<file path="src/rtl/core/gkbc_pkg.sv">
package gkbc_pkg;

	localparam int DEF_INIT_ROUNDS = 160;
	localparam int BYTE_ROUNDS     = 8;
	localparam int KEY_W           = 80;
	localparam int IV_W            = 64;
	localparam int STATE_W         = 80;

	// configuration register indexes
	localparam logic [1:0] CFG_KEY_LOW  = 2'd0;
	localparam logic [1:0] CFG_KEY_HIGH = 2'd1;
	localparam logic [1:0] CFG_IV       = 2'd2;

	// op codes carried in tuser
	localparam logic OP_RESTART = 1'b0;
	localparam logic OP_DATA    = 1'b1;

	typedef enum logic [1:0] {
		OUT_RESTART,
		OUT_NOT_READY,
		OUT_DATA
	} out_kind_t;

	typedef struct packed {
		logic      load;       // load key / IV into the shift registers
		logic      capture;    // latch the incoming data byte
		logic      round;      // clock one cipher round
		logic      init_mode;  // feed z back during initialization
		logic      out_load;   // write the output register
		out_kind_t out_kind;   // what the output register receives
	} dp_cmd_t;

endpackage

</file>
<file path="src/rtl/core/grain_keystream_byte_cipher.sv">
// Grain v1 stream cipher, one byte per item. Write the 80-bit key (key_low,
// key_high) and the 64-bit IV over the cfg channel while the block is idle,
// then send a restart item (tuser = 0): the key goes into the NFSR, the IV
// into LFSR bits 0..63 with ones above, and INIT_ROUNDS initialization
// rounds run with the output bit fed back; its result is a zero byte.
// Each data item (tuser = 1) is XORed with the next eight keystream bits,
// first bit at the MSB, so the same call encrypts and decrypts. A data item
// sent before any restart returns zero with the not_ready flag (m_axis_tuser)
// set and leaves the cipher state alone. The datapath clocks one round per
// cycle. A data item is accepted, runs 8 rounds, then loads the output
// register when it is free; a restart runs INIT_ROUNDS rounds, a not-ready
// item none. One item is in progress at a time; the finished result sits
// in an output register, so the next item is accepted while the previous
// one waits to be taken. Register index 3 on the cfg channel is ignored.
module grain_keystream_byte_cipher #(
	parameter int INIT_ROUNDS = gkbc_pkg::DEF_INIT_ROUNDS
) (
	input  logic        clk,
	input  logic        arst_n,
	// configuration write channel
	input  logic        cfg_valid,
	output logic        cfg_ready,
	input  logic [1:0]  cfg_index,
	input  logic [63:0] cfg_data,
	// input item stream
	input  logic        s_axis_tvalid,
	output logic        s_axis_tready,
	input  logic [7:0]  s_axis_tdata,   // [7:0] data_byte
	input  logic        s_axis_tuser,   // [0] op
	// result stream
	output logic        m_axis_tvalid,
	input  logic        m_axis_tready,
	output logic [7:0]  m_axis_tdata,   // [7:0] result_byte
	output logic        m_axis_tuser    // [0] not_ready
);
	import gkbc_pkg::*;

	dp_cmd_t cmd;

	// registers are plain flops, always writable
	assign cfg_ready = 1'b1;

	gkbc_ctrl #(
		.INIT_ROUNDS(INIT_ROUNDS)
	) u_ctrl (
		.clk      (clk),
		.arst_n   (arst_n),
		.in_valid (s_axis_tvalid),
		.in_op    (s_axis_tuser),
		.in_ready (s_axis_tready),
		.out_valid(m_axis_tvalid),
		.out_ready(m_axis_tready),
		.cmd      (cmd)
	);

	gkbc_datapath u_dp (
		.clk        (clk),
		.arst_n     (arst_n),
		.cfg_we     (cfg_valid && cfg_ready),
		.cfg_index  (cfg_index),
		.cfg_data   (cfg_data),
		.data_byte  (s_axis_tdata),
		.cmd        (cmd),
		.result_byte(m_axis_tdata),
		.not_ready  (m_axis_tuser)
	);

endmodule

</file>
<file path="src/rtl/core/gkbc_datapath.sv">
module gkbc_datapath (
	input  logic             clk,
	input  logic             arst_n,
	input  logic             cfg_we,
	input  logic [1:0]       cfg_index,
	input  logic [63:0]      cfg_data,
	input  logic [7:0]       data_byte,
	input  gkbc_pkg::dp_cmd_t cmd,
	output logic [7:0]       result_byte,
	output logic             not_ready
);
	import gkbc_pkg::*;

	logic [63:0]        key_low_q;
	logic [15:0]        key_high_q;
	logic [IV_W-1:0]    iv_q;
	logic [STATE_W-1:0] lfsr_q;
	logic [STATE_W-1:0] nfsr_q;
	logic [7:0]         ks_q;
	logic [7:0]         data_q;
	logic [7:0]         result_q;
	logic               not_ready_q;

	logic x0, x1, x2, x3, x4, hv, z, fs, fb;
	logic [STATE_W-1:0] s, b;

	always_comb begin
		s  = lfsr_q;
		b  = nfsr_q;
		x0 = s[3];
		x1 = s[25];
		x2 = s[46];
		x3 = s[64];
		x4 = b[63];
		hv = x1 ^ x4 ^ (x0 & x3) ^ (x2 & x3) ^ (x3 & x4)
			^ (x0 & x1 & x2) ^ (x0 & x2 & x3) ^ (x0 & x2 & x4)
			^ (x1 & x2 & x4) ^ (x2 & x3 & x4);
		z  = hv ^ b[1] ^ b[2] ^ b[4] ^ b[10] ^ b[31] ^ b[43] ^ b[56];
		fs = s[0] ^ s[13] ^ s[23] ^ s[38] ^ s[51] ^ s[62];
		fb = s[0] ^ b[62] ^ b[60] ^ b[52] ^ b[45] ^ b[37] ^ b[33] ^ b[28]
			^ b[21] ^ b[14] ^ b[9] ^ b[0]
			^ (b[63] & b[60]) ^ (b[37] & b[33]) ^ (b[15] & b[9])
			^ (b[60] & b[52] & b[45]) ^ (b[33] & b[28] & b[21])
			^ (b[63] & b[45] & b[28] & b[9]) ^ (b[60] & b[52] & b[37] & b[33])
			^ (b[63] & b[60] & b[21] & b[15])
			^ (b[63] & b[60] & b[52] & b[45] & b[37])
			^ (b[33] & b[28] & b[21] & b[15] & b[9])
			^ (b[52] & b[45] & b[37] & b[33] & b[28] & b[21]);
		if (cmd.init_mode) begin
			fs = fs ^ z;
			fb = fb ^ z;
		end
	end

	always_ff @(posedge clk or negedge arst_n) begin
		if (!arst_n) begin
			key_low_q  <= '0;
			key_high_q <= '0;
			iv_q       <= '0;
			lfsr_q     <= '0;
			nfsr_q     <= '0;
		end else begin
			if (cfg_we) begin
				case (cfg_index)
					CFG_KEY_LOW:  key_low_q  <= cfg_data;
					CFG_KEY_HIGH: key_high_q <= cfg_data[15:0];
					CFG_IV:       iv_q       <= cfg_data;
					default: ;
				endcase
			end
			if (cmd.load) begin
				nfsr_q <= {key_high_q, key_low_q};
				lfsr_q <= {{(STATE_W-IV_W){1'b1}}, iv_q};
			end else if (cmd.round) begin
				lfsr_q <= {fs, lfsr_q[STATE_W-1:1]};
				nfsr_q <= {fb, nfsr_q[STATE_W-1:1]};
			end
		end
	end

	// payload registers
	always_ff @(posedge clk) begin
		if (cmd.capture)
			data_q <= data_byte;
		if (cmd.round)
			ks_q <= {ks_q[6:0], z};
		if (cmd.out_load) begin
			case (cmd.out_kind)
				OUT_DATA: begin
					result_q    <= data_q ^ ks_q;
					not_ready_q <= 1'b0;
				end
				OUT_NOT_READY: begin
					result_q    <= '0;
					not_ready_q <= 1'b1;
				end
				default: begin
					result_q    <= '0;
					not_ready_q <= 1'b0;
				end
			endcase
		end
	end

	assign result_byte = result_q;
	assign not_ready   = not_ready_q;

endmodule

</file>
<file path="src/rtl/core/gkbc_ctrl.sv">
module gkbc_ctrl #(
	parameter int INIT_ROUNDS = gkbc_pkg::DEF_INIT_ROUNDS
) (
	input  logic              clk,
	input  logic              arst_n,
	input  logic              in_valid,
	input  logic              in_op,
	output logic              in_ready,
	output logic              out_valid,
	input  logic              out_ready,
	output gkbc_pkg::dp_cmd_t cmd
);
	import gkbc_pkg::*;

	localparam int RW    = $clog2(INIT_ROUNDS);
	localparam int CNT_W = (RW > 3) ? RW : 3;

	typedef enum logic [1:0] {
		ST_IDLE,
		ST_INIT,
		ST_RUN,
		ST_DONE
	} state_t;

	state_t          state_q;
	logic [CNT_W-1:0] cnt_q;
	logic            initialized_q;
	logic            out_valid_q;
	out_kind_t       kind_q;
	logic            accept;
	logic            out_free;

	assign in_ready  = (state_q == ST_IDLE);
	assign accept    = in_valid && in_ready;
	assign out_free  = !out_valid_q || out_ready;
	assign out_valid = out_valid_q;

	always_comb begin
		cmd           = '0;
		cmd.load      = accept && (in_op == OP_RESTART);
		cmd.capture   = accept;
		cmd.round     = (state_q == ST_INIT) || (state_q == ST_RUN);
		cmd.init_mode = (state_q == ST_INIT);
		cmd.out_load  = (state_q == ST_DONE) && out_free;
		cmd.out_kind  = kind_q;
	end

	always_ff @(posedge clk or negedge arst_n) begin
		if (!arst_n) begin
			state_q       <= ST_IDLE;
			cnt_q         <= '0;
			initialized_q <= 1'b0;
			out_valid_q   <= 1'b0;
			kind_q        <= OUT_RESTART;
		end else begin
			// a new result replaces the one leaving this edge
			if (cmd.out_load)
				out_valid_q <= 1'b1;
			else if (out_valid_q && out_ready)
				out_valid_q <= 1'b0;
			case (state_q)
				ST_IDLE: begin
					if (accept) begin
						if (in_op == OP_RESTART) begin
							kind_q  <= OUT_RESTART;
							cnt_q   <= CNT_W'(INIT_ROUNDS - 1);
							state_q <= ST_INIT;
						end else if (initialized_q) begin
							kind_q  <= OUT_DATA;
							cnt_q   <= CNT_W'(BYTE_ROUNDS - 1);
							state_q <= ST_RUN;
						end else begin
							kind_q  <= OUT_NOT_READY;
							state_q <= ST_DONE;
						end
					end
				end
				ST_INIT: begin
					cnt_q <= cnt_q - CNT_W'(1);
					if (cnt_q == '0) begin
						initialized_q <= 1'b1;
						state_q       <= ST_DONE;
					end
				end
				ST_RUN: begin
					cnt_q <= cnt_q - CNT_W'(1);
					if (cnt_q == '0)
						state_q <= ST_DONE;
				end
				ST_DONE: begin
					if (out_free)
						state_q <= ST_IDLE;
				end
				default: state_q <= ST_IDLE;
			endcase
		end
	end

endmodule

</file>
<file path="config.mk">
export PLATFORM = sky130hd
export DESIGN_NAME = grain_keystream_byte_cipher
export DESIGN_NICKNAME = d
export VERILOG_FILES = /design/src/rtl/core/gkbc_pkg.sv /design/src/rtl/core/grain_keystream_byte_cipher.sv /design/src/rtl/core/gkbc_datapath.sv /design/src/rtl/core/gkbc_ctrl.sv
export SDC_FILE = /design/constraint.sdc
export NUM_CORES = 1
export LEC_CHECK = 0
export BUFFER_PORTS_ARGS = -buffer_cell sky130_fd_sc_hd__buf_2
export CAP_MARGIN = 20
export CORE_MARGIN = 1.5
export CORE_UTILIZATION = 44
export DETAILED_ROUTE_END_ITERATION = 10
export PLACE_DENSITY_LB_ADDON = 0.08
export SLEW_MARGIN = 15
export SYNTH_ARGS = -nofsm -noshare
export SYNTH_HDL_FRONTEND = slang
export SYNTH_SLANG_ARGS = --single-unit
</file>
<file path="constraint.sdc">
create_clock -name clk -period 2.3 [get_ports clk]
set_input_delay 0.345 -clock clk [delete_from_list [all_inputs] [get_ports clk]]
set_output_delay 0.345 -clock clk [all_outputs]
set_load 0.005 [all_outputs]
</file>
==> results.py <==
metrics = {
    "sta": {
        "min_period_ns": 2.24,
        "period_share_pct": 97.5,
        "hold_violations": 0,
        "hold_ws_ns": 0.0324,
        "setup-violations-final": 0,
        "skew_ns": 0.0120,
        "rsz0062_at_grt": "yes",
        "worst_slack_ns": 0.0586,
        "slew_viol_final": 0,
        "fmax_mhz": 446,
    },
    "synth": {
        "ys_warn_count": 0,
        "synth_cells": 1208,
        "synth_seq_cells": 343,
        "yosysUniqueCellTypes": 46,
        "yosys_most_used_dff": "dfrtp_1",
        "syn-num-nets": 1293,
        "netlist_area_sq_um": 14700,
        "synth-edff-count": 25,
        "async_reset_ff_share_pct": 92.7,
        "ys_seq_area_share_pct": 59.3,
        "avgSynthCellArea_sq_um": 12.2,
    },
    "global_route": {
        "grt_pass1_wl_um": 48700,
        "grt_overflow": 0,
        "antenna_found_initial": 0,
        "grt_pass1_vias": 9031,
        "grt_max_degree": 81,
        "grt.total_usage_pct": 17.8,
    },
    "route": {
        "dr.first_iter.drc_count": 470,
        "drc_errors": 0,
        "first_pass_iters": 4,
        "vias": 9021,
        "via_per_inst": 5.10,
        "routed_wl_um": 29300,
        "ant_nets": 0,
        "wl_per_cell_um": 16.6,
    },
    "power": {
        "finalPower_uw": 25100,
        "power_leakage_uw": 0.00758,
        "ir_worst_vdd_uv": 1070,
        "pwr_density_cell_nw_per_um2": 1460,
    },
    "critical_path": {
        "worstPathArrival_ns": 2.69,
        "required_ns": 2.74,
        "reg2reg_depth": 7,
        "startpoint_type": "flip-flop",
        "crit_path_end_kind": "flip-flop",
        "critPathKind": "flip-flop to flip-flop",
        "cp_max_fo": 3,
    },
    "placed_design": {
        "gp_congestion": 0.729,
        "placed_area_sq_um": 15900,
        "numPortBuffers": 90,
        "post-place-ws_ns": 0.0621,
        "place_hpwl_um": 18700,
    },
    "cts": {
        "clockRootBuffer": "clkbuf_16",
        "clock_path_buffers": 3,
        "cts_sinks": 343,
        "cts_max_level": 2,
        "clk_pin_slew_worst_paths_ns": 0.06,
        "insertion_delay_ns": 0.51,
        "numCtsBuffers": 39,
        "cts_tree": "built",
    },
    "floorplanning": {
        "ioPinCount": 92,
        "die_w_um": 186,
        "die_h_um": 186,
        "coreArea_sq_um": 32700,
        "placementRows": 66,
        "initial_core_util_pct": 44.9,
        "die-area_sq_um": 34500,
    },
    "finish": {
        "final_area_sq_um": 17200,
        "antenna_cells": 0,
        "area_growth_pct": 17.2,
        "fin_nets": 1388,
        "drive_above_1_share_pct": 25.5,
        "fill_cells": 2901,
    },
    "hold_path": {
        "hold_path_class": "primary input to flip-flop",
        "hold_depth": 1,
    },
    "job": {
        "cap_violations": 0,
    },
    "run_status": {
        "status": "complete, no violations",
    },
}
[kinds of logic after synthesis]
kind of cell / Yosys count / synth area share, %
simple gates: 243 / 7.00
fa+ha+maj: 5 / 0.426
other cells: 1 / 0.0255
xor+xnor: 32 / 2.19
flops: 343 / 59.3
buf+inv: 91 / 2.37
mux: 304 / 21.9
compound gates: 189 / 6.77
[synthesized netlist by cell type, types with 6 or more instances]
cell,number,area [sq um]
dfrtp_1,318,7960
nand2_1,176,661
mux2i_1,160,1600
o21ai_0,158,791
mux2_2,144,1620
clkbuf_1,69,259
edfxtp_1,25,751
xnor2_1,24,210
nor2_1,19,71.3
nand3_1,15,75.1
a21oi_1,13,65.1
inv_1,13,48.8
nand2b_1,7,43.8
buf_1,6,22.5
[placed cells by master (no fill, tap or decap), types with 9 or more instances in the layout]
master       n
buf_2       89
inv_1       13
o21ai_0    158
xnor2_1     22
a21oi_1     13
mux2_2     144
nor2_1      18
buf_12      14
clkbuf_8     9
edfxtp_1    25
clkbuf_16   41
dfrtp_1    318
buf_4       22
nand3_1     15
nand2_1    176
mux2i_1    160
[metrics by stage]
| step | util [%] | setup TNS (ns) | instances |
|---|---|---|---|
| after floorplan | - | 0 | 1208 |
| final | 52.6 | 0 | 1769 |
| after detailed placement | 48.5 | 0 | 1697 |
| after global routing | 52.6 | -0.0704 | 1769 |
| after CTS | 52.6 | 0 | 1768 |
| after global placement | 48.5 | 0 | 1697 |
[sequential cells by signal, indices dropped and copies added, names as in the netlist]
name / cells
u_ctrl.state_q: 2
u_ctrl.initialized_q: 1
u_dp.ks_q: 8
u_ctrl.cnt_q: 8
u_ctrl.kind_q: 2
u_dp.result_byte: 8
u_dp.not_ready: 1
u_dp.iv_q: 64
u_dp.key_high_q: 16
u_ctrl.out_valid: 1
u_dp.b: 80
u_dp.lfsr_q: 80
u_dp.key_low_q: 64
u_dp.data_q: 8
[cell type report]
cell class | instances | area (sq um) | area share (%)
Clock buffer | 58 | 1180 | 6.85
Clock inverter | 7 | 85.1 | 0.494
Inverter | 13 | 48.8 | 0.283
Multi-Input combinational cell | 774 | 5670 | 33.0
Sequential cell | 343 | 8710 | 50.6
Tap cell | 442 | 553 | 3.21
Timing Repair Buffer | 132 | 966 | 5.61
[timing repair]
item	in CTS	in global routing
hold endpoints to repair	48	0
setup buffers	0	1
setup endpoints to repair	0	2
hold buffers	6	0
resized for setup	0	2
[per-layer routing]
metal / share of wire (%) / vias to the layer above / global-route usage, %
li1: - / 4400 / -
met1: 51 / 4449 / 26.0
met2: 44 / 133 / 27.5
met3: 3.6 / 39 / 3.01
met4: 1.7 / 0 / 4.52
met5: 0 / - / 0
[path summary, 6_finish.rpt]
check	from	endpoint	slack, ns
setup / recovery	u_dp.b[2]	u_dp.b[79]	0.06
hold / removal	s_axis_tdata[6]	u_dp.data_q[6]	0.03
setup reg to reg	u_dp.b[2]	u_dp.b[79]	0.06
hold reg to reg	u_dp.key_high_q[3]	u_dp.b[67]	0.47
max in group asynchronous	arst_n	u_dp.lfsr_q[18]	1.18
min in group asynchronous	arst_n	u_dp.key_high_q[5]	0.35
[where the power goes]
part / internal [uW] / leakage, uW / switching [uW]
registers: 8370 / 0.00404 / 1350
logic: 4740 / 0.00291 / 4560
clock network: 3740 / 0.000627 / 2340
total: 16900 / 0.00758 / 8240
[worst max-delay path, stage by stage (launching register included)]
cell and delay, ns:
dfrtp_1 0.40, xnor2_2 0.18, xnor2_1 0.14, xnor3_1 0.45, or4_4 0.45, a21o_2 0.24, a211oi_2 0.20, nand3b_1 0.12
Note: power is estimated with default switching activity, not from simulation.
